[config.mk]
export PLATFORM = sky130hd
export DESIGN_NAME = tpd_sqrt
export DESIGN_NICKNAME = d
export VERILOG_FILES = /design/src/rtl/core/triangle_point_distance_defines.svh /design/src/rtl/core/tpd_pkg.sv /design/src/rtl/core/tpd_sqrt.sv
export SDC_FILE = /design/constraint.sdc
export NUM_CORES = 1
export LEC_CHECK = 0
export BUFFER_PORTS_ARGS = -buffer_cell sky130_fd_sc_hd__buf_2
export CORE_MARGIN = 1.5
export CORE_UTILIZATION = 40
export DETAILED_ROUTE_END_ITERATION = 12
export HOLD_SLACK_MARGIN = 0.08
export RECOVER_POWER = 50
export SETUP_SLACK_MARGIN = 0.3
export SYNTH_ARGS = -nofsm -noshare
export SYNTH_HDL_FRONTEND = slang
export SYNTH_SLANG_ARGS = --single-unit
[constraint.sdc]
create_clock -name clk -period 3.55 [get_ports clk]
set_input_delay 0.355 -clock clk [delete_from_list [all_inputs] [get_ports clk]]
set_output_delay 0.355 -clock clk [all_outputs]
set_load 0.02 [all_outputs]
[src/rtl/core/triangle_point_distance_defines.svh]
// Assertion macros for the triangle point distance block.
// Used by the RTL files that carry concurrent assertions; no dependencies.
`ifndef TRIANGLE_POINT_DISTANCE_DEFINES_SVH
`define TRIANGLE_POINT_DISTANCE_DEFINES_SVH
`ifndef SYNTHESIS
`define TPD_ASSERT_IMP(lbl, ck, rs, ante, cons) \
  lbl: assert property (@(posedge ck) disable iff (rs) (ante) |-> (cons)) \
    else $error("tpd check failed");
`define TPD_ASSERT_NXT(lbl, ck, rs, ante, cons) \
  lbl: assert property (@(posedge ck) disable iff (rs) (ante) |=> (cons)) \
    else $error("tpd check failed");
`else
`define TPD_ASSERT_IMP(lbl, ck, rs, ante, cons)
`define TPD_ASSERT_NXT(lbl, ck, rs, ante, cons)
`endif
`endif

[src/rtl/core/tpd_pkg.sv]
// Shared widths, vector types and vector arithmetic for the triangle point
// distance block. No dependencies.
package tpd_pkg;

  localparam int CRD_W  = 16;
  localparam int DIF_W  = 17;
  localparam int DOT_W  = 36;
  localparam int CRS_W  = 35;
  localparam int PLN_W  = 72;
  localparam int NP_W   = 52;
  localparam int NPL_W  = 26;
  localparam int NPH_W  = NP_W - 1 - NPL_W;
  localparam int SQ_W   = 70;
  localparam int DEN_W  = 68;
  localparam int NUM_W  = 102;
  localparam int QUO_W  = 34;
  localparam int ROOT_W = 17;
  localparam int REM_W  = 19;
  localparam int THK_W  = 15;
  localparam int RES_W  = 18;

  localparam logic signed [CRD_W-1:0] DIST_MAX = 16'sh7FFF;
  localparam logic signed [CRD_W-1:0] DIST_MIN = -16'sh8000;

  typedef struct packed {
    logic signed [DIF_W-1:0] x;
    logic signed [DIF_W-1:0] y;
    logic signed [DIF_W-1:0] z;
  } vec17_t;

  typedef struct packed {
    logic signed [CRS_W-1:0] x;
    logic signed [CRS_W-1:0] y;
    logic signed [CRS_W-1:0] z;
  } vec35_t;

  function automatic logic signed [DOT_W-1:0] dot17(vec17_t a, vec17_t b);
    logic signed [DOT_W-1:0] px, py, pz;
    px = DOT_W'(a.x * b.x);
    py = DOT_W'(a.y * b.y);
    pz = DOT_W'(a.z * b.z);
    return px + py + pz;
  endfunction

  function automatic vec35_t cross17(vec17_t a, vec17_t b);
    vec35_t r;
    r.x = CRS_W'(a.y * b.z) - CRS_W'(a.z * b.y);
    r.y = CRS_W'(a.z * b.x) - CRS_W'(a.x * b.z);
    r.z = CRS_W'(a.x * b.y) - CRS_W'(a.y * b.x);
    return r;
  endfunction

  function automatic logic [DEN_W-1:0] sqlen35(vec35_t v);
    logic signed [SQ_W-1:0] s;
    s = SQ_W'(v.x * v.x) + SQ_W'(v.y * v.y) + SQ_W'(v.z * v.z);
    return s[DEN_W-1:0];
  endfunction

endpackage

[src/rtl/core/tpd_sqrt.sv]
// Pipelined integer square root, one root bit per stage (floor).
// Depends on tpd_pkg for the operand and root widths.
module tpd_sqrt (
  input  logic                        clk,
  input  logic                        en,
  input  logic [tpd_pkg::QUO_W-1:0]   x,
  output logic [tpd_pkg::ROOT_W-1:0]  root
);
  import tpd_pkg::*;

  logic [REM_W-1:0]  rem_r  [1:ROOT_W];
  logic [ROOT_W-1:0] root_r [1:ROOT_W];
  logic [QUO_W-1:0]  x_r    [1:ROOT_W];

  for (genvar g = 0; g < ROOT_W; g++) begin : g_stage
    logic [REM_W-1:0]  rin;
    logic [ROOT_W-1:0] qin;
    logic [QUO_W-1:0]  xin;
    logic [REM_W+1:0]  t, trial, diff;
    logic              ge;
    if (g == 0) begin : g_first
      assign rin = '0;
      assign qin = '0;
      assign xin = x;
    end else begin : g_rest
      assign rin = rem_r[g];
      assign qin = root_r[g];
      assign xin = x_r[g];
    end
    assign t     = {rin, xin[QUO_W-1-2*g -: 2]};
    assign trial = {(REM_W-ROOT_W)'(0), qin, 2'b01};
    assign diff  = t - trial;
    assign ge    = !diff[REM_W+1];
    always_ff @(posedge clk) begin
      if (en) begin
        rem_r[g+1]  <= ge ? diff[REM_W-1:0] : t[REM_W-1:0];
        root_r[g+1] <= {qin[ROOT_W-2:0], ge};
        x_r[g+1]    <= xin;
      end
    end
  end

  assign root = root_r[ROOT_W];
endmodule

# After elaboration in Yosys (flattened, before gate mapping)

Memories as Yosys holds them, arrays and structs flattened.
Cells that the tools add are included.

Flip-flop bits (word level): 0
Logic and storage cells: 56
Memories: 3
Input bits: 36
Output and inout bits: 17
Bits in writable memories: 1190

Memories:

| name   | depth | width | read ports | clocked after Yosys merged registers in | write ports | RTL line       | text |
|---|---|---|---|---|---|---|---|
| x_r    | 17    | 34    | 16         | 0                                       | 17          | tpd_sqrt.sv:13 | `logic [QUO_W-1:0] x_r [1:ROOT_W];` |
| rem_r  | 17    | 19    | 16         | 0                                       | 17          | tpd_sqrt.sv:11 | `logic [REM_W-1:0] rem_r [1:ROOT_W];` |
| root_r | 17    | 17    | 17         | 0                                       | 17          | tpd_sqrt.sv:12 | `logic [ROOT_W-1:0] root_r [1:ROOT_W];` |

Add/sub/neg operators: 17
Reductions and logical operators: 17
Mux-type cells: 19

Operators by type and width:

| operator              | count |
|---|---|
| $sub A21 B19 Y21      | 16 |
| $mux W19              | 17 |
| $logic_not A1 Y1      | 17 |
| $sub A2 B1 Y3 const B | 1 |
| $mux W1               | 2 |

# Depth between registers and ports, before layout

An unclocked memory read counts as a cell.

Depth after elaboration: 3
Mapped depth: 13

# Least setup slack after synthesis

No wires, ideal clock.

Kind: register to register
Start point: register, netlist name rem_r[0][161]
End point: register, netlist name rem_r[0][182]
Data arrival time: 3.027 ns
Stages on the path, launching flop included: 10
Library setup time: 0.258 ns
Setup slack: 0.265 ns
Buffers on the path: 1
Clock period less this slack: 3.285 ns
Path through: edfxtp_1 or3_1 or4_1 or3_1 nor4_1 nand2_1 xor2_1 clkbuf_1 nand3_1 xnor2_1

==> metrics <==
status=finished with violations; violated checks=max-capacitance violations, max-slew violations; endpoint class of the critical path=flop; total count of max-transition violations in the final report=88; CP peak stage delay=0.55 ns; effective utilization at floorplan=0.4036; unrepaired setup endpoints after global routing=true; data arrival time at the worst-slack endpoint=3.76 ns; Achievable Freq=308.2 MHz; worst hold slack=0.4094 ns; cell-internal power=0.01648 W; final critical-path share of the clock period=0.9139; max-cap viol count=1; crit start category=flop; skew final=0.03604 ns; number of clock sinks=700; Final Net Count=2698; cell types occupying the most area after synthesis=sky130_fd_sc_hd__edfxtp_1 (66%), sky130_fd_sc_hd__ha_1 (6.0%), sky130_fd_sc_hd__xnor2_1 (3.6%), sky130_fd_sc_hd__xor2_1 (2.6%), sky130_fd_sc_hd__inv_1 (2.4%); synthesized area divided by synthesized cell count=13.62 µm²; static leakage=13.87 nW; sequential-to-total area share from yosys stat=0.6603; Boundary Pins=53; antenna violations before repair=0; cell occurring most often along the worst timing path=sky130_fd_sc_hd__or4_4; share of Yosys cell area claimed by the top area cell type=0.6603; switching part of the total=0.2575; Yosys top cell by area=sky130_fd_sc_hd__edfxtp_1; total power divided by cell area=606.5 mW/mm²; post-DR vias/cell=5.033; DRC Markers=0; minimum clock period=3.245 ns; worst reg-to-reg setup slack=0.31 ns; worst-path cell chain=or4_4 > or4_4 > or3_4 > or4_4 > nor2_4 > xor2_4 > buf_6 > or3b_2 > nand2_1; cell family with most CP delay=simple AND/OR/NAND/NOR gates; Vert. Die Dim=285.1 µm; worst-case setup slack after placement=0.2141 ns; overall die area=0.08129 mm²; worst rel slew slack=-0.5098; remaining global-route overflow=0; Seq cells post-synth=700; R2R Path End=rem_r[0][80]$_DFFE_PP_; Synth cell types=76; Setup Viol. Count Final=0; type of the worst min-delay path=reg2reg; TritonCTS clock tree=done; logic gate share of total power=0.162; layout cells sized above 1=0.1133; gp weighted congestion=0.8346; CTS H-tree lvls=3; vias in the first global route=18628; number of cells on the worst hold path=0; Site Rows=103; first-pass GRT wire length=86.78 mm; Total Routing Usage GR=0.1288; Yosys warning count=0; routed via count=18214; number of buffers created by CTS=79; least setup slack across all paths after layout=0.3055 ns; utilization after layout=0.4639; buffers and inverters on the worst path=1; async set-reset flop share out of synthesis=0; clock insertion delay at the later pin of the skew report=0.64 ns; iteration count of the initial detailed-routing pass=5; cell area after technology mapping=0.03183 mm²; clock transition time at the flip-flop clock pins of the worst setup and hold paths=0.06 ns; Slew @ Worst Pin=2.265 ns; cell count along the critical path=9; Clock Path Buffers=3; share of total power in the clock network=0.357; highest ir drop seen on vdd=0.0004467 V; half-perimeter wire length of the detailed placement result=36.89 mm; signed area change from the synthesized netlist to the final layout=14.93%; category of the most critical setup path=reg2reg; largest net degree at the start of global routing=90; Routed wire per std cell=14.67 µm; overall die width=285.1 µm; antenna diode count=0; Sequential Power Share=0.480; Synthesized Nets=2525; number of synthesized flops with an enable pin=700; CP Capture Point=rem_r[0][80]$_DFFE_PP_; source of the critical timing path=rem_r[0][66]$_DFFE_PP_; core area=0.07887 mm²; Worst R2R Path Depth=9; clk root buf=sky130_fd_sc_hd__clkbuf_16; violation count after the first detailed-routing iteration=740; Top FF cell, synth=sky130_fd_sc_hd__edfxtp_1; top library cells by usage in the layout, fill and taps aside=sky130_fd_sc_hd__edfxtp_1 (700), sky130_fd_sc_hd__inv_1 (206), sky130_fd_sc_hd__nand2_1 (160); number of hold violations in the final report=0; Port Buffers=52; number of cells produced by synthesis=2337; sum of routed wire length over all layers=53.09 mm; critical path peak fanout=11; Crit-path slowest cell=sky130_fd_sc_hd__or4_4; data required time of the worst path=4.07 ns; sum of negative setup slack=0 ns; most frequent standard cell in the layout excluding fill and tap cells=sky130_fd_sc_hd__edfxtp_1; residual antenna-violating net count after detailed routing=0; Filler Cells Inserted=6867; R2R Path Start=rem_r[0][66]$_DFFE_PP_; P_sw=0.005714 W
sequential cells by signal (all words and copies together) (netlist names):
name and count:
rem_r 275, root_r 153, x_r 272
power groups by stage:
stage               Clock, W  Combinational [W]  Sequential [W]
floorplan                  0            0.00265          0.0107
global placement           0            0.00339          0.0108
detailed placement         0            0.00353          0.0108
CTS                  0.00819            0.00360          0.0107
global route         0.00849            0.00402          0.0107
finish               0.00793            0.00361          0.0107
layer usage:
metal | wire (µm) | GRT usage | up-vias
li1 | - | - | 8974
met3 | 1705 | 0.02344 | 156
met5 | 0 | 0 | -
met2 | 28580 | 0.2486 | 324
met1 | 20140 | 0.1289 | 8760
met4 | 2662 | 0.07116 | 0
final cells by class:
cell class              instances  area [µm²]  area share
clock inverters                44       493.0     0.01347
multi-input cells            1392        9995      0.2732
inverters                     208       780.7     0.02134
well taps                    1050        1314     0.03591
repair buffers                129       922.1     0.02520
clock buffers                  96        2062     0.05636
flip-flops and latches        700       21020      0.5745
timing repair:
item	CTS	global route
resized for setup	2	17
buffers inserted	5	0
pin swaps	1	1
endpoints found under the hold margin	35	0
hold buffers	35	0
setup endpoints to repair	12	45
synth_stat cells, types with 4 or more instances:
master and count:
sky130_fd_sc_hd__nand2_1 160, sky130_fd_sc_hd__edfxtp_1 700, sky130_fd_sc_hd__mux2i_1 5, sky130_fd_sc_hd__nor2_1 113, sky130_fd_sc_hd__or4_1 9, sky130_fd_sc_hd__mux2_2 52
sky130_fd_sc_hd__o31ai_1 17, sky130_fd_sc_hd__nor3_1 49, sky130_fd_sc_hd__o21bai_1 10, sky130_fd_sc_hd__nor4b_1 5, sky130_fd_sc_hd__xor2_1 95, sky130_fd_sc_hd__nor4_1 26
sky130_fd_sc_hd__nand2b_1 31, sky130_fd_sc_hd__inv_1 206, sky130_fd_sc_hd__a21o_1 44, sky130_fd_sc_hd__a211oi_1 15, sky130_fd_sc_hd__nand3b_1 9, sky130_fd_sc_hd__a2111oi_0 4
sky130_fd_sc_hd__o21ai_0 121, sky130_fd_sc_hd__nand4_1 8, sky130_fd_sc_hd__o31a_1 4, sky130_fd_sc_hd__and2_1 10, sky130_fd_sc_hd__a21oi_1 98, sky130_fd_sc_hd__xnor2_1 130
sky130_fd_sc_hd__o22ai_1 4, sky130_fd_sc_hd__clkbuf_1 35, sky130_fd_sc_hd__or2_2 8, sky130_fd_sc_hd__ha_1 152, sky130_fd_sc_hd__nand3_1 36, sky130_fd_sc_hd__nand4b_1 5
sky130_fd_sc_hd__o211ai_1 12, sky130_fd_sc_hd__nor2b_1 21, sky130_fd_sc_hd__o21a_1 37, sky130_fd_sc_hd__or3_1 21, sky130_fd_sc_hd__a31oi_1 13
through the flow:
stage | cells | instance area (µm²) | total power [W]
after floorplan | 2337 | 31840 | 0.01331
after global placement | 3439 | 33640 | 0.01418
after detailed placement | 3439 | 33640 | 0.01435
after CTS | 3619 | 36590 | 0.02245
after global routing | 3619 | 36590 | 0.02326
final | 3619 | 36590 | 0.02219
how the worst min path moves through the flow:
stage	start	endpoint	slack (ns)
after floorplan	x_r[0][68]$_DFFE_PP_	x_r[0][102]$_DFFE_PP_	0.40
after global placement	x_r[0][273]$_DFFE_PP_	x_r[0][307]$_DFFE_PP_	0.40
after detailed placement	x_r[0][68]$_DFFE_PP_	x_r[0][102]$_DFFE_PP_	0.40
after CTS	en	rem_r[0][91]$_DFFE_PP_	0.26
after global routing	x[28]	x_r[0][62]$_DFFE_PP_	0.40
final	x_r[0][102]$_DFFE_PP_	x_r[0][136]$_DFFE_PP_	0.41
cell families after synthesis:
family,count (synthesis),synth area share
buffers and inverters,245,0.02912
other,1,0.0001178
AND/OR/NAND/NOR,531,0.08281
AO/OA/AOI/OAI,424,0.08466
XOR/XNOR,227,0.06328
flip-flops,700,0.6603
multiplexers,57,0.01997
adder cells (fa/ha/maj),152,0.05974
No activity file was read; power rests on OpenSTA's default activity.
